### src/design/mwt_pkg.sv
// Package with shared constants and types of the margin weight trainer.
`timescale 1ns / 1ps

package mwt_pkg;

  localparam int MAX_FEATURES = 64;
  localparam int FRAC_BITS    = 16;

  localparam int WEIGHT_W = 32;
  localparam int STEP_W   = 24;
  localparam int ROUNDS_W = 10;
  localparam int CNT_W    = $clog2(MAX_FEATURES + 1);
  localparam int ADDR_W   = (MAX_FEATURES > 1) ? $clog2(MAX_FEATURES) : 1;
  localparam int SCORE_W  = WEIGHT_W + CNT_W - 1;
  localparam int NTOL_W   = STEP_W + CNT_W;
  localparam int DELTA_W  = STEP_W + ROUNDS_W;
  localparam int SUM_W    = DELTA_W + 2;
  localparam int CFG_IDX_W  = 1;
  localparam int CFG_DATA_W = STEP_W;

  localparam logic [CFG_IDX_W-1:0] CFG_STEP_SIZE  = 1'd0;
  localparam logic [CFG_IDX_W-1:0] CFG_MAX_ROUNDS = 1'd1;

  localparam logic [STEP_W-1:0]   STEP_SIZE_RST  = 24'd65536;
  localparam logic [ROUNDS_W-1:0] MAX_ROUNDS_RST = 10'd16;

  typedef logic [STEP_W-1:0]   step_t;
  typedef logic [CNT_W-1:0]    cnt_t;
  typedef logic [ROUNDS_W-1:0] rounds_t;

endpackage

### src/design/margin_weight_trainer_top.sv
// Top level of the margin weight trainer: buffer, score loop and result sequencer.
//
//   channel | ports                                       | direction
//   input   | start, busy, in_weight, in_is_spam, in_last_in | in (start/busy handshake)
//   result  | out_valid, out_new_weight, out_rounds_done, out_last_out | out (one-cycle strobe)
//   config  | cfg_we, cfg_index, cfg_data                 | in (write only)
//
// A word that is not last is taken while idle and busy stays low.
// A last word with n stored weights and R rounds keeps busy high through
// a 24-step divider, one multiply, the round loop, then one RAM read and
// one result for each stored weight.
// Reset is synchronous, clears the count, score, label and out_valid, and loads the config defaults.
// The receiver cannot stall; each result word is shown for one cycle.
`timescale 1ns / 1ps

module margin_weight_trainer_top (
  input  logic                            clk,
  input  logic                            rst_n,
  input  logic                            start,
  output logic                            busy,
  input  logic signed [31:0]              in_weight,
  input  logic                            in_is_spam,
  input  logic                            in_last_in,
  output logic                            out_valid,
  output logic signed [31:0]              out_new_weight,
  output mwt_pkg::rounds_t                out_rounds_done,
  output logic                            out_last_out,
  input  logic                            cfg_we,
  input  logic [mwt_pkg::CFG_IDX_W-1:0]   cfg_index,
  input  logic [mwt_pkg::CFG_DATA_W-1:0]  cfg_data
);

  import mwt_pkg::*;

  localparam logic [2:0] ST_IDLE  = 3'd0;
  localparam logic [2:0] ST_DIV   = 3'd1;
  localparam logic [2:0] ST_MUL   = 3'd2;
  localparam logic [2:0] ST_ROUND = 3'd3;
  localparam logic [2:0] ST_READ  = 3'd4;
  localparam logic [2:0] ST_EMIT  = 3'd5;

  localparam logic signed [SCORE_W-1:0] ONE = SCORE_W'(1) << FRAC_BITS;
  localparam logic signed [SUM_W-1:0] W_MAX = SUM_W'(32'sh7fffffff);
  localparam logic signed [SUM_W-1:0] W_MIN = -SUM_W'(33'sh080000000);

  logic [2:0]                 state_r, state_nxt;
  step_t                      step_size_r;
  rounds_t                    max_rounds_r;
  cnt_t                       cnt_r, cnt_nxt;
  logic signed [SCORE_W-1:0]  score_r, score_nxt;
  logic                       label_r, label_nxt;
  step_t                      tol_r, tol_nxt;
  logic [NTOL_W-1:0]          ntol_r, ntol_nxt;
  rounds_t                    rounds_r, rounds_nxt;
  logic [DELTA_W-1:0]         dacc_r, dacc_nxt;
  cnt_t                       k_r, k_nxt;
  logic                       ov_r, ov_nxt;
  logic signed [31:0]         ow_r, ow_nxt;
  logic                       ol_r, ol_nxt;

  logic                       accept;
  logic                       store_en;
  logic                       div_start;
  logic                       div_done;
  step_t                      div_q;
  logic [WEIGHT_W-1:0]        rd_data;
  logic                       below;
  logic signed [SCORE_W-1:0]  ntol_s;
  logic signed [SUM_W-1:0]    delta_s;
  logic signed [SUM_W-1:0]    sum_w;

  assign accept   = start && (state_r == ST_IDLE);
  assign store_en = accept && (cnt_r < CNT_W'(MAX_FEATURES));
  assign busy     = state_r != ST_IDLE;

  assign ntol_s  = $signed({{(SCORE_W-NTOL_W){1'b0}}, ntol_r});
  assign below   = label_r ? (score_r < ONE) : (score_r > -ONE);
  assign delta_s = label_r ? $signed({2'b00, dacc_r}) : -$signed({2'b00, dacc_r});
  assign sum_w   = $signed({{(SUM_W-WEIGHT_W){rd_data[WEIGHT_W-1]}}, rd_data}) + delta_s;

  mwt_ram #(
    .WIDTH (WEIGHT_W),
    .DEPTH (MAX_FEATURES)
  ) u_buf (
    .clk   (clk),
    .we    (store_en),
    .waddr (cnt_r[ADDR_W-1:0]),
    .wdata (in_weight),
    .raddr (k_r[ADDR_W-1:0]),
    .rdata (rd_data)
  );

  mwt_div u_div (
    .clk      (clk),
    .rst_n    (rst_n),
    .start    (div_start),
    .dividend (step_size_r),
    .divisor  (cnt_nxt),
    .done     (div_done),
    .quotient (div_q)
  );

  always_comb begin
    state_nxt  = state_r;
    cnt_nxt    = cnt_r;
    score_nxt  = score_r;
    label_nxt  = label_r;
    tol_nxt    = tol_r;
    ntol_nxt   = ntol_r;
    rounds_nxt = rounds_r;
    dacc_nxt   = dacc_r;
    k_nxt      = k_r;
    ov_nxt     = 1'b0;
    ow_nxt     = ow_r;
    ol_nxt     = ol_r;
    div_start  = 1'b0;
    unique case (state_r)
      ST_IDLE: begin
        if (accept) begin
          label_nxt = in_is_spam;
          if (store_en) begin
            cnt_nxt   = cnt_r + 1'b1;
            score_nxt = score_r + SCORE_W'(in_weight);
          end
          if (in_last_in) begin
            if (cnt_nxt == '0) begin
              score_nxt = '0;
            end else begin
              div_start = 1'b1;
              state_nxt = ST_DIV;
            end
          end
        end
      end
      ST_DIV: begin
        if (div_done) begin
          tol_nxt   = div_q;
          state_nxt = ST_MUL;
        end
      end
      ST_MUL: begin
        ntol_nxt   = NTOL_W'(cnt_r) * NTOL_W'(tol_r);
        rounds_nxt = '0;
        dacc_nxt   = '0;
        state_nxt  = ST_ROUND;
      end
      ST_ROUND: begin
        if (below && (rounds_r < max_rounds_r)) begin
          score_nxt  = label_r ? (score_r + ntol_s) : (score_r - ntol_s);
          rounds_nxt = rounds_r + 1'b1;
          dacc_nxt   = dacc_r + DELTA_W'(tol_r);
        end else begin
          k_nxt     = '0;
          state_nxt = ST_READ;
        end
      end
      ST_READ: begin
        state_nxt = ST_EMIT;
      end
      ST_EMIT: begin
        ov_nxt = 1'b1;
        priority if (sum_w > W_MAX) begin
          ow_nxt = 32'sh7fffffff;
        end else if (sum_w < W_MIN) begin
          ow_nxt = 32'sh80000000;
        end else begin
          ow_nxt = sum_w[31:0];
        end
        k_nxt = k_r + 1'b1;
        if (k_nxt == cnt_r) begin
          ol_nxt    = 1'b1;
          cnt_nxt   = '0;
          score_nxt = '0;
          state_nxt = ST_IDLE;
        end else begin
          ol_nxt    = 1'b0;
          state_nxt = ST_READ;
        end
      end
      default: begin
        state_nxt = ST_IDLE;
      end
    endcase
  end

  always_ff @(posedge clk) begin
    if (!rst_n) begin
      state_r      <= ST_IDLE;
      step_size_r  <= STEP_SIZE_RST;
      max_rounds_r <= MAX_ROUNDS_RST;
      cnt_r        <= '0;
      score_r      <= '0;
      label_r      <= 1'b0;
      ov_r         <= 1'b0;
    end else begin
      state_r <= state_nxt;
      cnt_r   <= cnt_nxt;
      score_r <= score_nxt;
      label_r <= label_nxt;
      ov_r    <= ov_nxt;
      if (cfg_we) begin
        unique case (cfg_index)
          CFG_STEP_SIZE:  step_size_r  <= cfg_data;
          CFG_MAX_ROUNDS: max_rounds_r <= cfg_data[ROUNDS_W-1:0];
          default: ;
        endcase
      end
    end
    tol_r    <= tol_nxt;
    ntol_r   <= ntol_nxt;
    rounds_r <= rounds_nxt;
    dacc_r   <= dacc_nxt;
    k_r      <= k_nxt;
    ow_r     <= ow_nxt;
    ol_r     <= ol_nxt;
  end

  assign out_valid       = ov_r;
  assign out_new_weight  = ow_r;
  assign out_rounds_done = rounds_r;
  assign out_last_out    = ol_r;

endmodule

### src/design/mwt_ram.sv
// Generic single-write, single-read RAM with registered read data.
`timescale 1ns / 1ps

module mwt_ram #(
  parameter int WIDTH = 32,
  parameter int DEPTH = 64
) (
  input  logic                             clk,
  input  logic                             we,
  input  logic [$clog2(DEPTH > 1 ? DEPTH : 2)-1:0] waddr,
  input  logic [WIDTH-1:0]                 wdata,
  input  logic [$clog2(DEPTH > 1 ? DEPTH : 2)-1:0] raddr,
  output logic [WIDTH-1:0]                 rdata
);

  logic [WIDTH-1:0] mem [DEPTH];

  always_ff @(posedge clk) begin
    if (we) begin
      mem[waddr] <= wdata;
    end
    rdata <= mem[raddr];
  end

endmodule

### src/design/mwt_div.sv
// Iterative restoring divider that forms the per-feature step one bit a cycle.
`timescale 1ns / 1ps

module mwt_div (
  input  logic           clk,
  input  logic           rst_n,
  input  logic           start,
  input  mwt_pkg::step_t dividend,
  input  mwt_pkg::cnt_t  divisor,
  output logic           done,
  output mwt_pkg::step_t quotient
);

  import mwt_pkg::*;

  localparam int REM_W = CNT_W + 1;
  localparam int STEPS_W = $clog2(STEP_W);

  logic               run_r, run_nxt;
  logic               done_r, done_nxt;
  logic [STEPS_W-1:0] cnt_r, cnt_nxt;
  logic [REM_W-1:0]   rem_r, rem_nxt;
  step_t              quo_r, quo_nxt;
  cnt_t               div_r, div_nxt;
  logic [REM_W-1:0]   trial;
  logic               ge;

  assign trial = {rem_r[REM_W-2:0], quo_r[STEP_W-1]};
  assign ge    = trial >= {1'b0, div_r};

  always_comb begin
    run_nxt  = run_r;
    done_nxt = 1'b0;
    cnt_nxt  = cnt_r;
    rem_nxt  = rem_r;
    quo_nxt  = quo_r;
    div_nxt  = div_r;
    if (start) begin
      run_nxt = 1'b1;
      cnt_nxt = STEPS_W'(STEP_W - 1);
      rem_nxt = '0;
      quo_nxt = dividend;
      div_nxt = divisor;
    end else if (run_r) begin
      rem_nxt = ge ? (trial - {1'b0, div_r}) : trial;
      quo_nxt = {quo_r[STEP_W-2:0], ge};
      cnt_nxt = cnt_r - 1'b1;
      if (cnt_r == '0) begin
        run_nxt  = 1'b0;
        done_nxt = 1'b1;
      end
    end
  end

  always_ff @(posedge clk) begin
    if (!rst_n) begin
      run_r  <= 1'b0;
      done_r <= 1'b0;
    end else begin
      run_r  <= run_nxt;
      done_r <= done_nxt;
    end
    cnt_r <= cnt_nxt;
    rem_r <= rem_nxt;
    quo_r <= quo_nxt;
    div_r <= div_nxt;
  end

  assign done     = done_r;
  assign quotient = quo_r;

endmodule
### config.mk
export PLATFORM = sky130hd
export DESIGN_NAME = margin_weight_trainer_top
export DESIGN_NICKNAME = d
export VERILOG_FILES = /design/src/design/mwt_pkg.sv /design/src/design/margin_weight_trainer_top.sv /design/src/design/mwt_ram.sv /design/src/design/mwt_div.sv
export SDC_FILE = /design/constraint.sdc
export NUM_CORES = 2
export LEC_CHECK = 0
export BUFFER_PORTS_ARGS = -buffer_cell sky130_fd_sc_hd__buf_4
export CORE_ASPECT_RATIO = 1.2
export CORE_MARGIN = 2
export CORE_UTILIZATION = 45
export DETAILED_ROUTE_END_ITERATION = 16
export GPL_TIMING_DRIVEN = 1
export SKIP_LAST_GASP = 1
export SYNTH_ARGS = -nofsm -noshare
export SYNTH_HDL_FRONTEND = slang
export SYNTH_HIERARCHICAL = 1
export SYNTH_SLANG_ARGS = --single-unit
### constraint.sdc
create_clock -name clk -period 17.2 [get_ports clk]
set_clock_uncertainty 0.2 [all_clocks]
set_input_delay 0.86 -clock clk [delete_from_list [all_inputs] [get_ports clk]]
set_output_delay 0.86 -clock clk [all_outputs]
set_load 0.02 [all_outputs]
---- After elaboration in Yosys (flattened, before gate mapping) ----
Memories as Yosys holds them, arrays and structs flattened. A register that Yosys moved wholly into a read port is not among the register bits.
Index checks and enable logic that the tools add are counted.
storage, ports and cells
  output and inout port bits .............. 45
  memories kept ........................... 1
  RAM bits ................................ 2048
  register bits after elaboration ......... 268
memories
  name       words  bits a word  read ports  clocked after memory_dff  write ports  RTL line       source
  u_buf.mem  64     32           1           1                         1            mwt_ram.sv:16  logic [WIDTH-1:0] mem [DEPTH];
operators by class
  multipliers ............................. 1
  $lt $le $gt $ge ......................... 7
  muxes and demuxes ....................... 45
  add/subtract/negate cells ............... 11
  equality and inequality tests ........... 13
  bitwise operators ....................... 3
  reductions and logical operators ........ 20
operators with widths
  operator                count
  $mux W38                7
  $pmux W38 S3            1
  $add A38 B32 Y38        2
  $pmux W34 S2            1
  $mux W7                 7
  $mux W24                2
  $gt A38 B17 Y1 const B  1
  $lt A38 B18 Y1 const B  1
  $sub A38 B32 Y38        1
  $add A32 B36 Y36        1
  $gt A36 B32 Y1 const B  1
  $lt A36 B32 Y1 const B  1
  $mux W36                1
  $neg A34 Y36            1
  $add A34 B24 Y34        1
  $mux W34                1
  $mux W32                1
  $mul A7 B24 Y31         1
  $pmux W7 S2             2
  $pmux W10 S2            1
  $mux W3                 6
  $pmux W3 S6             1
  $add A7 B1 Y7 const B   2
  $mux W1                 13
  other kinds (24)        43

---- Longest topological paths before layout ----
  depth after elaboration ................. 12
  gate-level depth with buffers ........... 24

---- By module ----
The synthesis kept the hierarchy.
modules (own cells, without submodules)
  module                     area each (µm²)  seq. area each (µm²)  instances  cells each
  mwt_ram                    78515.3          62139.6               1          3324
  margin_weight_trainer_top  22081.2          5855.6                1          2535
  mwt_div                    2332.2           1211.2                1          193

---- Worst setup path before layout ----
OpenSTA, ideal clock, no wires.
  kind .................................... register to register
  start point ............................. register cnt_r[3] (netlist name)
  end point ............................... register ntol_r[29] (data pin)
  path buffers ............................ 2
  stages on the path, launching flop included .. 21
  clock period less this slack ............ 5.744 ns
  setup slack ............................. 11.456 ns
  arrival ................................. 5.286 ns
  cells stage by stage .................... dfxtp_1 -> clkbuf_1 -> clkbuf_1 -> nand2_1 -> fa_1 -> inv_1 -> fa_1 -> fa_1 -> fa_1 -> ha_1 -> a21o_1 -> a21o_1 -> a21o_1 -> a21o_1 -> a21oi_1 -> a21oi_1 -> o31a_1 -> o41ai_2 -> o21ai_0 -> a21oi_1 -> xnor2_1
RTL lines
  element               RTL line                          source
  end signal, assigned  margin_weight_trainer_top.sv:210  ntol_r <= ntol_nxt;
  end, declared         margin_weight_trainer_top.sv:53   logic [NTOL_W-1:0] ntol_r, ntol_nxt;

---- Final worst setup path ----
  start point ............................. register dacc_r[1]
  end point ............................... register ow_r[26] (netlist: out_new_weight[26]) (data pin)
on the way
  cells in the longest elaborated chain, start to end .. 5
ends and longest elaborated chain
  element                 RTL line                          source
  start, declared         margin_weight_trainer_top.sv:55   logic [DELTA_W-1:0] dacc_r, dacc_nxt;
  start signal, assigned  margin_weight_trainer_top.sv:212  dacc_r <= dacc_nxt;
  $neg A34 Y36            margin_weight_trainer_top.sv:78   assign delta_s = label_r ? $signed({2'b00, dacc_r}) : -$signed({2'b00, dacc_r});
  $mux W36 *              margin_weight_trainer_top.sv:78
  $add A32 B36 Y36 *      margin_weight_trainer_top.sv:79   assign sum_w = $signed({{(SUM_W-WEIGHT_W){rd_data[WEIGHT_W-1]}}, rd_data}) + delta_s;
  $lt A36 B32 Y1          margin_weight_trainer_top.sv:164  end else if (sum_w < W_MIN) begin
  $mux W32                margin_weight_trainer_top.sv:164
  end signal, assigned    margin_weight_trainer_top.sv:214  ow_r <= ow_nxt;
  end, declared           margin_weight_trainer_top.sv:58   logic signed [31:0] ow_r, ow_nxt;
Mark *: on every way between the ends. The rest lies on a longest branch, timed or not.
A chain may end at the register's enable or synchronous reset.

==> flow_summary.yaml <==
floorplanning:
  core_area_um2: 228000
  row_count: 192
  die_h_um: 528
  die_w_um: 441
  start_util_pct: 45.2
  pin_count: 108
  dieArea_um2: 233000
run_status:
  status: "finished clean"
clock_tree:
  numCtsBuffers: 234
  clkLatencyLatePin_ps: 890
  clk_pin_slew_ps: 70
  cts_root_buffer: "clkbuf_16"
  cts_max_path_buffers: 4
  cts.sinks: 2348
  cts_tree: "built"
  htreeDepth: 4
  cts_setup_buffers: 0
synthesis:
  synth.avg_cell_area_um2: 17.0
  synthFlopType: "edfxtp_1"
  ys_async_sr_fraction_pct: 0
  yosysTopAreaCellShare_pct: 64.7
  synth_compound_area_share_pct: 5.81
  ys_ff_latch: 2348
  synth_top_family_by_area: "multiplexers"
  muxShareOfSynthArea_pct: 13.1
  synth_xor_area_share_pct: 2.06
  synth_fa_ha_area_share_pct: 4.72
  yosys_warnings: 6
  yosysTopAreaCell: "edfxtp_1"
  yosysSeqAreaShare_pct: 67.2
  synthDistinctLibCells: 106
  syn_nets: 6435
  synth_enable_flop_cells: 2218
  syn-cell-area_um2: 103000
  syn_inst: 6052
  synth-simple-area-share_pct: 5.10
  synthTopCellsByArea: "edfxtp_1 (65%), mux4_2 (12%), dfxtp_1 (2.5%)"
sta:
  hold_viol_final: 0
  timing.fmax_mhz: 160
  period_minus_slack_ps: 6240
  rsz0062_at_grt: "no"
  layout_setup_ws_ps: 10960
  relSlewSlack_pct: 23.4
  timing.setup.tns_ps: 0
  setup-violations-final: 0
  finalMaxSlewViolations: 0
  tightest_slew_ps: 1140
  min_period_over_period_pct: 36.3
worst_setup_path:
  r2r_cells: 20
  worstSetupPathType: "reg -> reg"
  r2r_slack_ps: 10960
  endpoint_kind: "flop"
  arrival_ps: 6620
  cp-start-kind: "flop"
  crit_required_ps: 17580
  reg2reg_from: "dacc_r[1]"
  critical_path.max_fanout: 29
  regToRegEndpoint: "out_new_weight[26]"
routing:
  via_per_inst: 6.03
  drcViolationCount: 0
  drtIter0Drc: 6250
  first_pass_iters: 5
  drt_wl_total_mm: 284
  postRouteAntennaNets: 0
  dr_total_vias: 57300
  wl_per_cell_um: 29.9
cells_and_area:
  layout_common_cells: "edfxtp_1 (2218), mux4_2 (544), nand2_1 (353), a21oi_1 (266), nor2_1 (264)"
  area_growth_pct: 12.2
  layout_commonest_cell: "edfxtp_1"
  drive_above_1_share_pct: 19.6
  nNetsFinal: 6658
  fillers: 18600
  stdcell_area_um2: 115000
grt:
  gr-total-overflow: 0
  grt_first_pass_wirelength_mm: 407
  grt_pass1_vias: 57000
  antenna_found_initial: 32
  grt_use_total_pct: 24.3
  grt_max_degree: 122
placed_design:
  dp_slack_ps: 11030
  place_congestion: 0.880
  io_buffers: 107
  dpl-instance-area_um2: 108000
  dp_hpwl_mm: 173
power_and_ir_drop:
  p_total_w: 0.0120
  p_per_area_nw_per_um2: 104
  p_leak_nw: 40.0
  vdd_drop_max_v: 0.0000894
hold_path:
  hold_path.startpoint: "cfg_data[5]"
  worstHoldEndpoint: "step_size_r[5]"
  hold_depth: 3
  holdCritPathClass: "in -> reg"
job:
  drv_cap: 0
## where the power goes
| part | total (W) | leakage, nW | switching [W] | internal, W |
|---|---|---|---|---|
| combinational | 0.000668 | 15.3 | 0.000436 | 0.000232 |
| sequential | 0.00636 | 21.1 | 0.0000457 | 0.00631 |
| clock | 0.00494 | 3.56 | 0.00215 | 0.00279 |
| total | 0.0120 | 40.0 | 0.00263 | 0.00933 |
## how the worst max path moves through the flow
stage	start	endpoint	cells past startpoint
CTS	dacc_r[1]	out_new_weight[26]	21
detailed placement	dacc_r[1]	out_new_weight[26]	20
global route	dacc_r[1]	out_new_weight[26]	20
floorplan	cnt_r[3]	ntol_r[29]	20
finish	dacc_r[1]	out_new_weight[26]	20
global placement	dacc_r[1]	out_new_weight[26]	20
## timing repair
item,4_1_cts,5_1_grt
hold buffers,19,0
gates resized for setup,0,0
hold endpoints to repair,26,0
## final cells by class
| type | count | area [um2] | area share, % |
|---|---|---|---|
| Antenna cell | 34 | 85.1 | 0.0737 |
| Tap cell | 3007 | 3760 | 3.26 |
| Timing Repair Buffer | 279 | 2230 | 1.93 |
| Clock inverter | 133 | 1110 | 0.960 |
| Inverter | 171 | 642 | 0.556 |
| Sequential cell | 2348 | 69200 | 59.9 |
| Clock buffer | 288 | 6190 | 5.36 |
| Multi-Input combinational cell | 3241 | 32200 | 27.9 |
## worst max-delay path: stages, from the launching register on
cell and delay (ps):
edfxtp_1 460, inv_1 140, ha_1 200, nand2_1 100, nor4_1 660, and3b_1 340, and3b_1 260, nand2_1 120
nor2_1 110, nor2_1 60, xor2_1 160, ha_1 370, a21o_1 220, nand3b_1 180, a2111oi_0 440, nor2_1 210
mux2i_1 170, xnor2_1 310, nand4_1 200, nand2_1 770, o21ai_0 230
## sequential cells by signal, summed over array words and instances (netlist names), 24 cells and up
name and flops:
u_div/quotient 24, ntol_r 31, step_size_r 24, dacc_r 34, out_new_weight 32, score_r 38
tol_r 24, u_buf/mem 2048, u_buf/rdata 32
## Yosys cell counts (all sizes together) (17+ instances only)
library cell and instances:
fa 114, xor2 129, inv 170, nor3 53, nand4 32, a21boi 37
mux2i 98, buf 128, a21o 84, o21bai 17, o21ai 136, o22ai 99
nor2 328, xnor2 105, or3 19, mux2 25, and2 72, a211oi 24
nor2b 46, nand2 353, and3 21, edfxtp 2218, o221ai 36, dfxtp 130
a22oi 31, mux4 544, nor4 26, nand3 56, clkbuf 164, ha 206
nand2b 39, a21oi 267, a31oi 25, o21a 32
## per-layer routing
metal	share of wire (%)	up-vias	GRT usage, %	routed length, um
met4	3.3	8	8.23	9310
li1	-	24500	-	-
met3	6.5	413	3.52	18600
met1	40	30300	32.3	113000
met5	0.020	-	0	57
met2	50	2126	41.1	143000
## metrics by stage
stage | instances | utilization [%] | hold slack (ps)
finish | 9501 | 50.7 | 69.6
global route | 9494 | 50.7 | 43.0
CTS | 9467 | 50.7 | 0.462
detailed placement | 9027 | 47.4 | 227
global placement | 9027 | 47.4 | 248
floorplan | 6052 | - | 219
## kinds of logic after synthesis
logic type,count (synthesis)
buffers and inverters,463
flip-flops,2348
AO/OA/AOI/OAI,911
XOR/XNOR,236
AND/OR/NAND/NOR,1107
adder cells (fa/ha/maj),320
multiplexers,667
(Power assumes the default switching activity.)
